`config.mk`:
```
export PLATFORM = sky130hd
export DESIGN_NAME = voxel_ray_traversal_top_flat
export DESIGN_NICKNAME = d
export VERILOG_FILES = /design/src/hdl/vrt_pkg.sv /design/src/hdl/vrt_ifs.sv /design/src/hdl/voxel_ray_traversal_top.sv /design/src/hdl/vrt_div.sv /design/src/hdl/vrt_step.sv /design/src/flat_wrapper.sv
export SDC_FILE = /design/constraint.sdc
export NUM_CORES = 1
export LEC_CHECK = 0
export BUFFER_PORTS_ARGS = -buffer_cell sky130_fd_sc_hd__buf_2
export CORE_MARGIN = 3
export CORE_UTILIZATION = 61
export DETAILED_ROUTE_END_ITERATION = 10
export PLACE_DENSITY = 0.82
export SYNTH_ARGS = -nofsm -noshare
export SYNTH_HDL_FRONTEND = slang
export SYNTH_SLANG_ARGS = --single-unit
export TNS_END_PERCENT = 100
```
`constraint.sdc`:
```
create_clock -name clk -period 9.45 [get_ports clk]
set_clock_uncertainty 0.05 [all_clocks]
set_input_delay 0.4725 -clock clk [delete_from_list [all_inputs] [get_ports clk]]
set_output_delay 0.4725 -clock clk [all_outputs]
set_load 0.01 [all_outputs]
```
`src/hdl/vrt_pkg.sv`:
```
// Package with the shared types and constants of the voxel ray traversal block.
`timescale 1ns / 1ps
package vrt_pkg;

    // Longest run of cells that one ray yields.
    localparam int MAX_RUN = 64;
    localparam int RUN_W = $clog2(MAX_RUN + 1);

    // Reset value of the distance limit, in whole voxels.
    localparam logic [4:0] MAX_DIST_RESET = 5'd8;

    // Quotient bits of one setup division.
    localparam int DIV_STEPS = 31;
    localparam int DIV_CNT_W = $clog2(DIV_STEPS);

    // Distance that is never reached.
    localparam logic [31:0] NEVER = 32'hFFFF_FFFF;

    // Axis codes.
    localparam logic [1:0] AXIS_X = 2'd0;
    localparam logic [1:0] AXIS_Y = 2'd1;
    localparam logic [1:0] AXIS_Z = 2'd2;

    // Face normal codes.
    localparam logic signed [1:0] NORMAL_POS  = 2'sb01;
    localparam logic signed [1:0] NORMAL_NEG  = 2'sb11;
    localparam logic signed [1:0] NORMAL_NONE = 2'sb00;

    // Per-axis distances, Q16.16.
    typedef logic [2:0][31:0] cross_vec_t;

    // Result of one traversal step.
    typedef struct packed {
        logic [1:0]  axis;
        logic [31:0] sum;
    } step_res_t;

endpackage

```
`src/hdl/vrt_ifs.sv`:
```
// Channel interfaces of the voxel ray traversal block.
`timescale 1ns / 1ps
interface vrt_ray_if;
    logic               valid;
    logic               ready;
    logic signed [23:0] origin_x;
    logic signed [23:0] origin_y;
    logic signed [23:0] origin_z;
    logic signed [15:0] dir_x;
    logic signed [15:0] dir_y;
    logic signed [15:0] dir_z;

    modport source (output valid, origin_x, origin_y, origin_z, dir_x, dir_y, dir_z,
                    input ready);
    modport sink (input valid, origin_x, origin_y, origin_z, dir_x, dir_y, dir_z,
                  output ready);
endinterface

interface vrt_voxel_if;
    logic               valid;
    logic               ready;
    logic signed [15:0] cell_x;
    logic signed [15:0] cell_y;
    logic signed [15:0] cell_z;
    logic signed [1:0]  normal_x;
    logic signed [1:0]  normal_y;
    logic signed [1:0]  normal_z;
    logic               last;

    modport source (output valid, cell_x, cell_y, cell_z, normal_x, normal_y, normal_z,
                    last, input ready);
    modport sink (input valid, cell_x, cell_y, cell_z, normal_x, normal_y, normal_z,
                  last, output ready);
endinterface

interface vrt_cfg_if;
    logic       valid;
    logic       ready;
    logic [4:0] data;

    modport source (output valid, data, input ready);
    modport sink (input valid, data, output ready);
endinterface

```
`src/hdl/voxel_ray_traversal_top.sv`:
```
// Top level of the voxel ray traversal block: setup sequencer and step loop.
//
// The block walks a ray through a unit voxel grid. A request on the ray
// channel carries a Q15.8 origin and a Q1.14 unit direction. The voxel
// channel returns the cells crossed, in order, each with the normal of the
// face it was entered through; the start cell has a zero normal and the
// final cell of a run has last set. A run ends when the next boundary lies
// beyond max_distance voxels or after MAX_RUN cells.
// The cfg channel writes max_distance and is always ready; the user must
// write it only while the block is idle, as the block does not enforce it.
// Setup runs six divisions on one shared radix-2 divider; the two divisions
// of an axis are skipped for a zero direction component. After that each
// cell takes a step state (S_STEP) and then an output state (S_OUT), which
// it holds while the receiver stalls. One ray is handled at a time; ray.ready is
// high only while idle. A stalled receiver holds the result in the output
// register and the walk waits. Reset returns to idle with max_distance 8.
`timescale 1ns / 1ps
module voxel_ray_traversal_top
(
    input  logic       clk,
    input  logic       rst_n,
    vrt_ray_if.sink    ray,
    vrt_voxel_if.source voxel,
    vrt_cfg_if.sink    cfg
);

    typedef enum logic [2:0] {
        S_IDLE,
        S_DIV_START,
        S_DIV_WAIT,
        S_STEP,
        S_OUT
    } state_t;

    state_t                      state_reg;
    logic [4:0]                  max_dist_reg;
    logic [1:0]                  ax_reg;
    logic                        phase_reg;
    logic [vrt_pkg::RUN_W-1:0]   n_reg;
    logic                        stop_reg;
    logic [1:0]                  step_ax_reg;
    logic [2:0]                  sign_reg;
    logic [15:0]                 mag_reg  [3];
    logic [8:0]                  span_reg [3];
    logic [15:0]                 cell_reg [3];
    vrt_pkg::cross_vec_t         nc_reg;
    vrt_pkg::cross_vec_t         cs_reg;
    logic signed [15:0]          out_cell_reg   [3];
    logic signed [1:0]           out_normal_reg [3];

    logic               div_start;
    logic               div_done;
    logic [30:0]        dividend;
    logic [30:0]        quotient;
    vrt_pkg::step_res_t step_res;
    logic               ray_acc;
    logic               out_last;
    logic [23:0]        org_in [3];
    logic [15:0]        dir_in [3];

    assign org_in[0] = ray.origin_x;
    assign org_in[1] = ray.origin_y;
    assign org_in[2] = ray.origin_z;
    assign dir_in[0] = ray.dir_x;
    assign dir_in[1] = ray.dir_y;
    assign dir_in[2] = ray.dir_z;

    assign ray.ready = (state_reg == S_IDLE);
    assign ray_acc   = ray.valid && ray.ready;
    assign cfg.ready = 1'b1;

    // First crossing on phase zero, boundary spacing on phase one.
    assign dividend  = phase_reg ? {1'b1, 30'd0} : {span_reg[ax_reg], 22'd0};
    assign div_start = (state_reg == S_DIV_START) && (mag_reg[ax_reg] != 16'd0);

    vrt_div u_div
    (
        .clk      (clk),
        .rst_n    (rst_n),
        .start    (div_start),
        .dividend (dividend),
        .divisor  (mag_reg[ax_reg]),
        .done     (div_done),
        .quotient (quotient)
    );

    vrt_step u_step
    (
        .next_cross (nc_reg),
        .cross_step (cs_reg),
        .res        (step_res)
    );

    assign out_last = stop_reg || (n_reg == vrt_pkg::RUN_W'(vrt_pkg::MAX_RUN));

    // Sequencer with its registered outputs.
    always_ff @(posedge clk or negedge rst_n)
    begin
        if (!rst_n)
        begin
            state_reg    <= S_IDLE;
            max_dist_reg <= vrt_pkg::MAX_DIST_RESET;
            ax_reg       <= vrt_pkg::AXIS_X;
            phase_reg    <= 1'b0;
            n_reg        <= '0;
        end
        else
        begin
            if (cfg.valid && cfg.ready)
            begin
                max_dist_reg <= cfg.data;
            end
            unique case (state_reg)
                S_IDLE:
                begin
                    if (ray_acc)
                    begin
                        ax_reg    <= vrt_pkg::AXIS_X;
                        phase_reg <= 1'b0;
                        n_reg     <= vrt_pkg::RUN_W'(1);
                        state_reg <= S_DIV_START;
                    end
                end
                S_DIV_START:
                begin
                    if (mag_reg[ax_reg] == 16'd0)
                    begin
                        if (ax_reg == vrt_pkg::AXIS_Z)
                        begin
                            state_reg <= S_STEP;
                        end
                        else
                        begin
                            ax_reg <= ax_reg + 1'b1;
                        end
                    end
                    else
                    begin
                        state_reg <= S_DIV_WAIT;
                    end
                end
                S_DIV_WAIT:
                begin
                    if (div_done)
                    begin
                        phase_reg <= !phase_reg;
                        if (!phase_reg)
                        begin
                            state_reg <= S_DIV_START;
                        end
                        else if (ax_reg == vrt_pkg::AXIS_Z)
                        begin
                            state_reg <= S_STEP;
                        end
                        else
                        begin
                            ax_reg    <= ax_reg + 1'b1;
                            state_reg <= S_DIV_START;
                        end
                    end
                end
                S_STEP:
                begin
                    state_reg <= S_OUT;
                end
                S_OUT:
                begin
                    if (voxel.ready)
                    begin
                        if (out_last)
                        begin
                            state_reg <= S_IDLE;
                        end
                        else
                        begin
                            n_reg     <= n_reg + 1'b1;
                            state_reg <= S_STEP;
                        end
                    end
                end
                default:
                begin
                    state_reg <= S_IDLE;
                end
            endcase
        end
    end

    // Ray state and output payload.
    always_ff @(posedge clk)
    begin
        if (ray_acc)
        begin
            for (int a = 0; a < 3; a++)
            begin
                sign_reg[a]       <= dir_in[a][15] || (dir_in[a] == 16'd0);
                mag_reg[a]        <= dir_in[a][15] ? 16'(-dir_in[a]) : dir_in[a];
                span_reg[a]       <= dir_in[a][15] ? {1'b0, org_in[a][7:0]}
                                                   : (9'd256 - {1'b0, org_in[a][7:0]});
                cell_reg[a]       <= org_in[a][23:8];
                out_cell_reg[a]   <= org_in[a][23:8];
                out_normal_reg[a] <= vrt_pkg::NORMAL_NONE;
            end
        end

        // Zero direction component: the axis is never taken.
        if (state_reg == S_DIV_START && mag_reg[ax_reg] == 16'd0)
        begin
            nc_reg[ax_reg] <= vrt_pkg::NEVER;
            cs_reg[ax_reg] <= vrt_pkg::NEVER;
        end

        if (state_reg == S_DIV_WAIT && div_done)
        begin
            if (phase_reg)
            begin
                cs_reg[ax_reg] <= {1'b0, quotient};
            end
            else
            begin
                nc_reg[ax_reg] <= {1'b0, quotient};
            end
        end

        // One step toward the next cell.
        if (state_reg == S_STEP)
        begin
            step_ax_reg             <= step_res.axis;
            nc_reg[step_res.axis]   <= step_res.sum;
            cell_reg[step_res.axis] <= sign_reg[step_res.axis]
                                       ? cell_reg[step_res.axis] - 16'd1
                                       : cell_reg[step_res.axis] + 16'd1;
            stop_reg <= step_res.sum > {11'd0, max_dist_reg, 16'd0};
        end

        // Load the stepped cell once the previous one is taken.
        if (state_reg == S_OUT && voxel.ready && !out_last)
        begin
            for (int a = 0; a < 3; a++)
            begin
                out_cell_reg[a] <= cell_reg[a];
                if (2'(a) == step_ax_reg)
                begin
                    out_normal_reg[a] <= sign_reg[a] ? vrt_pkg::NORMAL_POS
                                                     : vrt_pkg::NORMAL_NEG;
                end
                else
                begin
                    out_normal_reg[a] <= vrt_pkg::NORMAL_NONE;
                end
            end
        end
    end

    assign voxel.valid    = (state_reg == S_OUT);
    assign voxel.cell_x   = out_cell_reg[0];
    assign voxel.cell_y   = out_cell_reg[1];
    assign voxel.cell_z   = out_cell_reg[2];
    assign voxel.normal_x = out_normal_reg[0];
    assign voxel.normal_y = out_normal_reg[1];
    assign voxel.normal_z = out_normal_reg[2];
    assign voxel.last     = out_last;

endmodule

```
`src/hdl/vrt_div.sv`:
```
// Restoring divider, one quotient bit per cycle, shared by the ray setup.
`timescale 1ns / 1ps
module vrt_div
(
    input  logic        clk,
    input  logic        rst_n,
    input  logic        start,
    input  logic [30:0] dividend,
    input  logic [15:0] divisor,
    output logic        done,
    output logic [30:0] quotient
);

    logic                          busy_reg;
    logic                          done_reg;
    logic [vrt_pkg::DIV_CNT_W-1:0] cnt_reg;
    logic [16:0]                   rem_reg;
    logic [30:0]                   dq_reg;
    logic [15:0]                   div_reg;

    logic [16:0] trial;
    logic        fits;

    // Shift the next dividend bit into the remainder and try the subtraction.
    assign trial = {rem_reg[15:0], dq_reg[30]};
    assign fits  = trial >= {1'b0, div_reg};

    always_ff @(posedge clk or negedge rst_n)
    begin
        if (!rst_n)
        begin
            busy_reg <= 1'b0;
            done_reg <= 1'b0;
            cnt_reg  <= '0;
        end
        else if (start)
        begin
            busy_reg <= 1'b1;
            done_reg <= 1'b0;
            cnt_reg  <= '0;
        end
        else if (busy_reg)
        begin
            cnt_reg <= cnt_reg + 1'b1;
            if (cnt_reg == vrt_pkg::DIV_CNT_W'(vrt_pkg::DIV_STEPS - 1))
            begin
                busy_reg <= 1'b0;
                done_reg <= 1'b1;
            end
        end
        else
        begin
            done_reg <= 1'b0;
        end
    end

    // Datapath registers need no reset.
    always_ff @(posedge clk)
    begin
        if (start)
        begin
            dq_reg  <= dividend;
            rem_reg <= '0;
            div_reg <= divisor;
        end
        else if (busy_reg)
        begin
            rem_reg <= fits ? (trial - {1'b0, div_reg}) : trial;
            dq_reg  <= {dq_reg[29:0], fits};
        end
    end

    assign done     = done_reg;
    assign quotient = dq_reg;

endmodule

```
`src/hdl/vrt_step.sv`:
```
// Traversal step unit: picks the nearest boundary and advances its distance.
`timescale 1ns / 1ps
module vrt_step
(
    input  vrt_pkg::cross_vec_t next_cross,
    input  vrt_pkg::cross_vec_t cross_step,
    output vrt_pkg::step_res_t  res
);

    logic [1:0]  axis;
    logic [32:0] wide;

    // Nearest boundary; ties go to X, then Y.
    always_comb
    begin
        if (next_cross[0] <= next_cross[1] && next_cross[0] <= next_cross[2])
        begin
            axis = vrt_pkg::AXIS_X;
        end
        else if (next_cross[1] <= next_cross[2])
        begin
            axis = vrt_pkg::AXIS_Y;
        end
        else
        begin
            axis = vrt_pkg::AXIS_Z;
        end
    end

    // Saturating add of the boundary spacing.
    assign wide     = {1'b0, next_cross[axis]} + {1'b0, cross_step[axis]};
    assign res.axis = axis;
    assign res.sum  = wide[32] ? vrt_pkg::NEVER : wide[31:0];

endmodule
```
`src/flat_wrapper.sv`:
```
// flat-port wrapper written by rule: the top's interface ports become plain ports
module voxel_ray_traversal_top_flat 
  (clk, rst_n, ray_valid, ray_origin_x, ray_origin_y, ray_origin_z, ray_dir_x, ray_dir_y, ray_dir_z, ray_ready, voxel_valid, voxel_cell_x, voxel_cell_y, voxel_cell_z, voxel_normal_x, voxel_normal_y, voxel_normal_z, voxel_last, voxel_ready, cfg_valid, cfg_data, cfg_ready);
  vrt_ray_if ray_i ();
  vrt_voxel_if voxel_i ();
  vrt_cfg_if cfg_i ();
  input  logic clk;
  input  logic rst_n;
  input wire logic [$bits(ray_i.valid)-1:0] ray_valid;
  input wire logic [$bits(ray_i.origin_x)-1:0] ray_origin_x;
  input wire logic [$bits(ray_i.origin_y)-1:0] ray_origin_y;
  input wire logic [$bits(ray_i.origin_z)-1:0] ray_origin_z;
  input wire logic [$bits(ray_i.dir_x)-1:0] ray_dir_x;
  input wire logic [$bits(ray_i.dir_y)-1:0] ray_dir_y;
  input wire logic [$bits(ray_i.dir_z)-1:0] ray_dir_z;
  output wire logic [$bits(ray_i.ready)-1:0] ray_ready;
  output wire logic [$bits(voxel_i.valid)-1:0] voxel_valid;
  output wire logic [$bits(voxel_i.cell_x)-1:0] voxel_cell_x;
  output wire logic [$bits(voxel_i.cell_y)-1:0] voxel_cell_y;
  output wire logic [$bits(voxel_i.cell_z)-1:0] voxel_cell_z;
  output wire logic [$bits(voxel_i.normal_x)-1:0] voxel_normal_x;
  output wire logic [$bits(voxel_i.normal_y)-1:0] voxel_normal_y;
  output wire logic [$bits(voxel_i.normal_z)-1:0] voxel_normal_z;
  output wire logic [$bits(voxel_i.last)-1:0] voxel_last;
  input wire logic [$bits(voxel_i.ready)-1:0] voxel_ready;
  input wire logic [$bits(cfg_i.valid)-1:0] cfg_valid;
  input wire logic [$bits(cfg_i.data)-1:0] cfg_data;
  output wire logic [$bits(cfg_i.ready)-1:0] cfg_ready;
  assign ray_i.valid = ray_valid;
  assign ray_i.origin_x = ray_origin_x;
  assign ray_i.origin_y = ray_origin_y;
  assign ray_i.origin_z = ray_origin_z;
  assign ray_i.dir_x = ray_dir_x;
  assign ray_i.dir_y = ray_dir_y;
  assign ray_i.dir_z = ray_dir_z;
  assign ray_ready = ray_i.ready;
  assign voxel_valid = voxel_i.valid;
  assign voxel_cell_x = voxel_i.cell_x;
  assign voxel_cell_y = voxel_i.cell_y;
  assign voxel_cell_z = voxel_i.cell_z;
  assign voxel_normal_x = voxel_i.normal_x;
  assign voxel_normal_y = voxel_i.normal_y;
  assign voxel_normal_z = voxel_i.normal_z;
  assign voxel_last = voxel_i.last;
  assign voxel_i.ready = voxel_ready;
  assign cfg_i.valid = cfg_valid;
  assign cfg_i.data = cfg_data;
  assign cfg_ready = cfg_i.ready;
  voxel_ray_traversal_top u_core (.clk(clk), .rst_n(rst_n), .ray(ray_i), .voxel(voxel_i), .cfg(cfg_i));
endmodule
```
Word-level counts from Yosys, hierarchy flattened
Memories as Yosys holds them, arrays and structs flattened.
Cells that the tools add are included.
Storage, ports and cells
  bits in registers: 286
  RAM bits: 177
  input bits: 130
  output and inout port bits: 58
  word-level logic and storage cells: 209
  memories: 5
Memories
  u_core.cell_reg: words 3, width 16, read ports 4, clocked after memory_dff 0, wr ports 3, line voxel_ray_traversal_top.sv:45  | logic [15:0] cell_reg [3];
  u_core.mag_reg: words 3, width 16, read ports 1, clocked after memory_dff 0, wr ports 3, line voxel_ray_traversal_top.sv:43  | logic [15:0] mag_reg [3];
  u_core.out_cell_reg: words 3, width 16, read ports 3, clocked after memory_dff 0, wr ports 3, line voxel_ray_traversal_top.sv:48  | logic signed [15:0] out_cell_reg [3];
  u_core.span_reg: words 3, width 9, read ports 1, clocked after memory_dff 0, wr ports 3, line voxel_ray_traversal_top.sv:44  | logic [8:0] span_reg [3];
  u_core.out_normal_reg: words 3, width 2, read ports 3, clocked after memory_dff 0, wr ports 3, line voxel_ray_traversal_top.sv:49  | logic signed [1:0] out_normal_reg [3];
Cells by class
  $add $sub $neg: 13
  magnitude comparators: 9
  eq/ne operators: 17
  muxes and demuxes: 103
  bitwise operators: 11
  reductions and logical operators: 31
Operators by type and width (number)
  two-way mux 96 bit: 7
  bitwise mux 96 bit: 3
  bitwise OR 96 bit: 2
  two-way mux 32 bit: 5
  two-way mux 16 bit: 9
  binary-select mux 32 bit (select 2 bit): 2
  demux 32 bit (select 2 bit): 2
  <= comparator 32 bit: 3
  two-way mux 31 bit: 3
  logical NOT 16 bit: 4
  negator 16 bit: 3
  two-way mux 2 bit: 19
  two-way mux 1 bit: 34
  adder 32 x 32 -> 33 bit: 1
  greater-than comparator 32 x 21 -> 1 bit: 1
  two-way mux 9 bit: 3
  subtractor 9 x 8 -> 9 bit, first input constant: 3
  two-way mux 7 bit: 3
  two-way mux 3 bit: 6
  >= comparator 17 x 16 -> 1 bit: 1
  adder 16 x 1 -> 16 bit, second input constant: 1
  nonzero test 16 bit: 1
  OR reduction 16 bit: 1
  subtractor 16 x 1 -> 16 bit, second input constant: 1
  35 further kinds: 66

Logic depth before layout (Yosys ltp)
Gate-level depths: netlist of the first run.
  word-level depth: 11
  gate-level depth with buffers: 35
  mapped depth without buffers: 32

Cells and area by module
Synthesis of the first run repeated with hierarchy kept, for this count alone.
Unflattened totals
  cells, all modules: 2888
  area total of the unflattened synthesis: 28357.2 µm²
Modules (own cells, without submodules)
  voxel_ray_traversal_top: instances 1, cells each 1774, area an instance 18487.7 µm², sequential area each 10561.4 µm²
  vrt_step: instances 1, cells each 767, area an instance 6000.8 µm², sequential area each 0.0 µm²
  vrt_div: instances 1, cells each 347, area an instance 3868.7 µm², sequential area each 1906.8 µm²

Worst setup path after synthesis of the first run
No wires, ideal clock.
  path kind: register to register
  start point: register u_core.nc_reg[78] in the netlist's numbering
  end point: register u_core.stop_reg (data pin)
  setup time: 0.270 ns
  arrival: 7.848 ns
  data required time: 9.130 ns
  path slack: 1.283 ns
  cell stages (with the launch flop): 35
  path buffers: 4
  clock period less this slack: 8.167 ns
  cell sequence: dfxtp_1 inv_1 ha_1 a21oi_1 nand2_1 a221oi_1 or3b_1 a31oi_1 buf_2 clkbuf_1 buf_1 mux2i_1 a21oi_1 ha_1 inv_1 fa_1 nor2b_1 o21ai_1 a21boi_1 o221ai_1 a211oi_1 o21ai_0 o31a_1 a21oi_1 clkbuf_1 nor2_1 ha_1 nand2_1 or4_1 or3_1 or4_1 or4_1 or4_1 o22ai_1 nand4b_1
Between the ends
  longest elaborated chain between the ends: 8
  elaborated cells between the ends (all ways): 12
  those cells by class: add/sub: 1; order compare: 3; mux: 7; reduce/logical: 1
RTL lines
  start, declared: line voxel_ray_traversal_top.sv:46  | vrt_pkg::cross_vec_t nc_reg;
  start signal, assigned by index: line voxel_ray_traversal_top.sv:209  | nc_reg[ax_reg] <= vrt_pkg::NEVER;
  start signal, assigned by index: line voxel_ray_traversal_top.sv:221  | nc_reg[ax_reg] <= {1'b0, quotient};
  start signal, assigned by index: line voxel_ray_traversal_top.sv:229  | nc_reg[step_res.axis] <= step_res.sum;
  <= comparator 32 bit, on equally long branches: line vrt_step.sv:20, vrt_step.sv:16
  two-way mux 2 bit / logical AND 1 bit (equally long branches): line vrt_step.sv:20, vrt_step.sv:16
  two-way mux 2 bit: line vrt_step.sv:16  | if (next_cross[0] <= next_cross[1] && next_cross[0] <= next_cross[2])
  binary-select mux 32 bit (select 2 bit): line vrt_step.sv:31  | assign wide = {1'b0, next_cross[axis]} + {1'b0, cross_step[axis]};
  two-way mux 32 bit (not written as such): line vrt_step.sv:31
  adder 32 x 32 -> 33 bit (*): line vrt_step.sv:31
  two-way mux 32 bit (*): line vrt_step.sv:33  | assign res.sum = wide[32] ? vrt_pkg::NEVER : wide[31:0];
  greater-than comparator 32 x 21 -> 1 bit (*): line voxel_ray_traversal_top.sv:233  | stop_reg <= step_res.sum > {11'd0, max_dist_reg, 16'd0};
  end signal, assigned: line voxel_ray_traversal_top.sv:233
  end, declared: line voxel_ray_traversal_top.sv:40  | logic stop_reg;
Mark *: on every way between the ends. The rest lies on a longest branch, timed or not. The select of a mux whose other input is x is not followed.
A chain may end at the register's enable or synchronous reset.

Worst setup path in the final report of the first run
  start point: register u_core.nc_reg[94] in the netlist's numbering
  end point: register u_core.stop_reg (data pin)
Same word-level chain as after synthesis.

==> reports/metrics.yaml, run 1 <==
status:
  status: "finished, final reports clean"
timing:
  setup_viol: 0
  finalMaxSlewViolations: 0
  max_freq_mhz: 113
  max-slew-margin-rel_pct: 18.5
  setup_tns_ns: 0
  fin_crit_sh_pct: 94.0
  finalHoldViolCount: 0
  min_period_ns: 8.88
  holdWs_ns: 0.0409
  rsz0062_at_grt: "no"
  tightest_slew_ns: 1.22
drt:
  wirelength_mm: 72.8
  first_pass_iters: 6
  ant_nets: 0
  detail_route.vias_per_cell: 6.34
  wl_per_cell_um: 20.6
  vias: 22367
  drtIter0Drc: 2256
  drc: 0
grt:
  grt_pass1_wl_mm: 114
  grt_pass1_vias: 21595
  grt-ovfl-total: 0
  grt_max_degree: 79
  antenna_found_initial: 1
  grt_use_total_pct: 31.4
layout:
  n_fill_cell: 3152
  finalNetCount: 3220
  multi_input_area_um2: 13300
  area_growth_pct: 11.7
  seqCellArea_um2: 12000
  drive_above_1_share_pct: 12.0
  largest_reg_flops: 96
die:
  fp-row-count: 75
  die_w_um: 214
  core_area_um2: 42300
  pin_count: 188
  start_util_pct: 62.2
  die_area_um2: 45700
  die_y_um: 214
critical_path:
  path_buf_inv: 2
  crit_arrival_ns: 9.18
  crit_required_ns: 9.75
  crit_path_start_kind: "flop"
  max_stage_delay_ns: 0.55
  worstPathMaxFanout: 17
  endpoint_kind: "flop"
  critical_path_class: "reg2reg"
  crit_top_cell: "or4_1"
  cp_top_family: "simple AND/OR/NAND/NOR gates"
  crit_slowest_cell: "nor4_2"
clocking:
  insertion_delay_ns: 0.61
  h-tree-depth: 2
  clk_path_buf_depth: 3
  cts_sinks: 463
  cts_tree: "yes"
  numCtsBuffers: 49
  cts.clk_slew.worst_paths_ns: 0.06
  cts_setup_buffers: 0
  cts_root_buffer: "clkbuf_16"
yosys:
  ys_warn_count: 0
  syn-num-nets: 3103
  synth_edf_count: 259
  avgSynthCellArea_um2: 9.42
  synth_area_um2: 26300
  ys_types: 69
  synthArstFlopShare_pct: 5.40
  yosysSeqAreaShare_pct: 45.5
  syn_inst: 2794
  yosys-top-cells-area: "edfxtp_1, dfxtp_1, ha_1"
  synthDominantCellAreaShare_pct: 29.5
  ys_ff_latch: 463
  synth_ff_type: "edfxtp_1"
  yosysTopAreaCell: "edfxtp_1"
place:
  port_buffers: 186
  gp_congestion: 1.01
  hpwl_mm: 50.7
run:
  max_cap_violations: 0
pwr:
  power.density_nw_per_um2: 225
  p_leak_nw: 12.6
  vdd_drop_max_v: 0.000160
min_path:
  hold_path_class: "in2reg"
final timing paths:
check	slack, ns	to	start	depth (start not counted)
worst max-delay path	0.57	u_core.stop_reg	u_core.nc_reg[94]	29
worst min-delay path	0.04	u_core.max_dist_reg[1]	cfg_data[1]	3
worst max register to register	0.57	u_core.stop_reg	u_core.nc_reg[94]	29
worst min register to register	0.41	u_core.out_normal_reg[2][1]	u_core.sign_reg[2]	1
max in group asynchronous	8.56	u_core.ax_reg[1]	rst_n	2
min in group asynchronous	0.37	u_core.max_dist_reg[1]	rst_n	2
cells in the final DEF, fill, tap and decap left out, types with 42 or more instances in the layout:
cell type / instances
nor2_1: 220
o21ai_0: 196
dfxtp_1: 179
clkbuf_16: 50
edfxtp_1: 259
xnor2_1: 73
o22a_1: 63
nor2b_1: 42
inv_1: 146
buf_2: 186
mux2i_1: 78
a21o_1: 59
a21oi_1: 218
ha_1: 176
nand2_1: 363
o221ai_1: 73
kinds of logic after synthesis:
family / count (synthesis) / share of synthesized area [%]
AO/OA/AOI/OAI: 792 / 19.4
XOR/XNOR: 112 / 3.73
adder cells (fa/ha/maj): 179 / 8.59
buffers and inverters: 300 / 4.33
flip-flops: 463 / 45.5
multiplexers: 105 / 4.12
other: 1 / 0.0142
AND/OR/NAND/NOR: 842 / 14.3
Yosys cell counts, types with 11 or more instances:
cell type and number:
a21o_1 59, a211oi_1 19, a22o_1 32, nor3_1 29
nor2b_1 45, or4_1 11, edfxtp_1 259, o22ai_1 27
nor4_1 29, mux2_2 27, xnor2_1 73, clkbuf_1 134
nor2_1 222, dfxtp_1 179, o31ai_1 19, ha_1 176
or3_1 12, nand2_1 364, o221ai_1 73, nand3_1 35
xor2_1 39, inv_1 146, mux2i_1 78, o22a_1 63
o21bai_1 12, nand4_1 33, nand2b_1 27, a21oi_1 219
o21ai_0 196, buf_1 15, dfrtp_1 24
worst min-delay path, stage by stage:
cell     delay [ns]
buf_2          0.08
nand2_1        0.04
o21ai_0        0.06
per-layer routing:
layer,global-route usage [%],up-vias,wire length [um]
li1,-,10423,-
met3,6.53,196,7490
met1,43.0,10622,30100
met5,0,-,9
met4,12.0,2,2670
met2,49.5,1124,32500
through the flow:
stage	power [mW]	setup slack [ns]	cell area, um2	utilization, %	cells
final	6.63	0.570	29400	69.5	3530
after global routing	6.95	0.118	29400	69.5	3529
after CTS	6.61	0.377	29400	69.5	3529
after detailed placement	4.65	0.378	27700	65.6	3436
after global placement	4.57	0.598	27700	65.6	3436
after floorplan	4.08	1.28	26300	-	2794
final cells by class:
| class | instances | area share [%] |
|---|---|---|
| clock inverter | 21 | 0.702 |
| multi-input combinational | 2031 | 45.2 |
| sequential | 463 | 40.7 |
| clock buffer | 71 | 4.92 |
| timing repair buffer | 219 | 4.06 |
| tap | 577 | 2.45 |
| antenna | 1 | 0.00850 |
| inverter | 147 | 1.88 |
timing repair:
action,in CTS,in global routing
gates resized for setup,0,2
endpoints found under the setup margin,0,1
endpoints found under the hold margin,24,0
hold buffers,1,0
power breakdown:
part | total [mW] | switching, mW | internal (mW)
Clock | 1.97 | 0.820 | 1.15
Combinational | 1.81 | 1.12 | 0.684
Sequential | 2.85 | 0.276 | 2.57
Power figures use the tool's default switching activity.
==> run 2: changes to the inputs <==
--- a/config.mk
+++ b/config.mk
@@ -6,9 +6,11 @@
 export NUM_CORES = 1
 export LEC_CHECK = 0
 export BUFFER_PORTS_ARGS = -buffer_cell sky130_fd_sc_hd__buf_2
+export CAP_MARGIN = 10
 export CORE_MARGIN = 3
 export CORE_UTILIZATION = 61
 export DETAILED_ROUTE_END_ITERATION = 10
+export MAX_ROUTING_LAYER = met4
 export PLACE_DENSITY = 0.82
 export SYNTH_ARGS = -nofsm -noshare
 export SYNTH_HDL_FRONTEND = slang
==> reports/metrics.yaml, run 2 (synthesis gave the netlist of run 1 again) <==
pwr:
  vdd_drop_max_v: 0.000161
  p_leak_nw: 12.6
  p_total_mw: 6.73
  power.density_nw_per_um2: 228
clocking:
  cts.clk_slew.worst_paths_ns: 0.06
  cts_sinks: 463
  clk_path_buf_depth: 3
  insertion_delay_ns: 0.60
  cts_setup_buffers: 0
  h-tree-depth: 2
  numCtsBuffers: 49
  cts_tree: "yes"
  cts_root_buffer: "clkbuf_16"
die:
  start_util_pct: 62.2
  fp-row-count: 75
  pin_count: 188
  die_y_um: 214
  core_area_um2: 42300
  die_w_um: 214
  die_area_um2: 45700
status:
  status: "finished, final reports clean"
timing:
  finalMaxSlewViolations: 0
  holdWs_ns: 0.0439
  finalWorstSetupSlack_ns: 0.503
  max-slew-margin-rel_pct: 17.2
  setup_tns_ns: 0
  setup_viol: 0
  max_freq_mhz: 112
  tightest_slew_ns: 1.24
  fin_crit_sh_pct: 94.7
  rsz0062_at_grt: "no"
  finalHoldViolCount: 0
  min_period_ns: 8.95
min_path:
  hold_path_class: "in2reg"
  whs_path_depth: 1
  hp-start: "ray_dir_x[0]"
  hold_end: "u_core.mag_reg[0][0]"
grt:
  grt-ovfl-total: 0
  grt_pass1_vias: 21813
  antenna_found_initial: 0
  grt_pass1_wl_mm: 117
  grt_use_total_pct: 33.5
  grt_max_degree: 79
critical_path:
  crit_path_start_kind: "flop"
  endpoint_kind: "flop"
  max_stage_delay_ns: 0.66
  crit_slowest_cell: "nor4_2"
  crit_arrival_ns: 9.25
  crit_required_ns: 9.75
  regToRegSetupSlack_ns: 0.50
  rr_endpoint: "u_core.stop_reg"
  critical_path_class: "reg2reg"
  crit_top_cell: "or4_1"
  worstPathMaxFanout: 65
  crit-reg2reg-launch: "u_core.nc_reg[93]"
  reg2regPathDepth: 29
drt:
  ant_nets: 0
  first_pass_iters: 6
  wirelength_mm: 75.1
  detail_route.vias_per_cell: 6.38
  vias: 22516
  drtIter0Drc: 2355
  drc: 0
  wl_per_cell_um: 21.3
place:
  pre_cts_ws_ns: 0.342
  gp_congestion: 1.00
  port_buffers: 186
  placed_area_um2: 27700
  dp.cells: 3436
  hpwl_mm: 51.8
layout:
  fin_util_pct: 69.7
  drive_above_1_share_pct: 12.0
  fin_cells: 3528
  layout_common_cells: "nand2_1, edfxtp_1, nor2_1"
  antenna_cells: 0
  area_growth_pct: 11.9
  fin_area_um2: 29500
  finalNetCount: 3220
  final_common_cell: "nand2_1"
  largest_reg_flops: 96
run:
  max_cap_violations: 0
==> run 2: changes by cell type in the layout (fill, tap and decap cells not counted), moves of 2 or more <==
cell	delta
clkbuf_4	-2
clkinv_1	-3
bufinv_16	+4
clkbuf_8	-4
clkinv_4	-2
clkinvlp_4	+2
clkbuf_1	+2
==> run 2: how the worst max path moves through the flow <==
| stage | start | end | slack (ns) | cells past startpoint |
|---|---|---|---|---|
| 2_1_floorplan | u_core.nc_reg[78] | u_core.stop_reg | 1.28 | 34 |
| 3_3_place_gp | u_core.nc_reg[93] | u_core.stop_reg | 0.60 | 30 |
| 3_5_place_dp | u_core.nc_reg[93] | u_core.stop_reg | 0.34 | 30 |
| 4_1_cts | u_core.nc_reg[93] | u_core.stop_reg | 0.31 | 29 |
| 5_1_grt | u_core.nc_reg[93] | u_core.stop_reg | 0.07 | 30 |
| 6_report | u_core.nc_reg[93] | u_core.stop_reg | 0.50 | 29 |
==> run 2: final cells by class <==
class,instances,area (um2)
fill,3168,12800
inverter,147,553
sequential,463,12000
timing repair buffer,219,1190
multi-input combinational,2031,13300
clock inverter,24,327
tap,577,722
clock buffer,67,1390
==> run 2: worst max-delay path, delay by kind of cell, from the launching register on <==
| family | cells | cell delay [ns] |
|---|---|---|
| AOI/OAI and AO/OA | 10 | 2.95 |
| adders and majority gates | 3 | 1.02 |
| buffers and inverters | 2 | 0.51 |
| DFF | 1 | 0.34 |
| and+or+nand+nor | 14 | 3.81 |
==> run 2: per-layer routing <==
layer  part of all wire (%)  GRT usage (%)  wire, um  vias to the layer above
met5                      0              -         0                        -
met1                     42           45.1     31300                    10791
met3                    9.8           6.12      7370                      177
met2                     45           51.7     34000                     1147
met4                    3.2           10.7      2370                        0
li1                       -              -         -                    10401
==> run 2: where the power goes <==
group	internal [mW]	total (mW)	leakage, nW	switching, mW
logic	0.685	1.83	7.38	1.15
registers	2.57	2.85	4.37	0.277
clock network	1.22	2.05	0.838	0.827
==> run 2: what timing repair did <==
action                                 CTS  global route
resized for setup                        0             2
hold buffers                             1             0
endpoints found under the hold margin   24             0
setup endpoints to repair                0             1
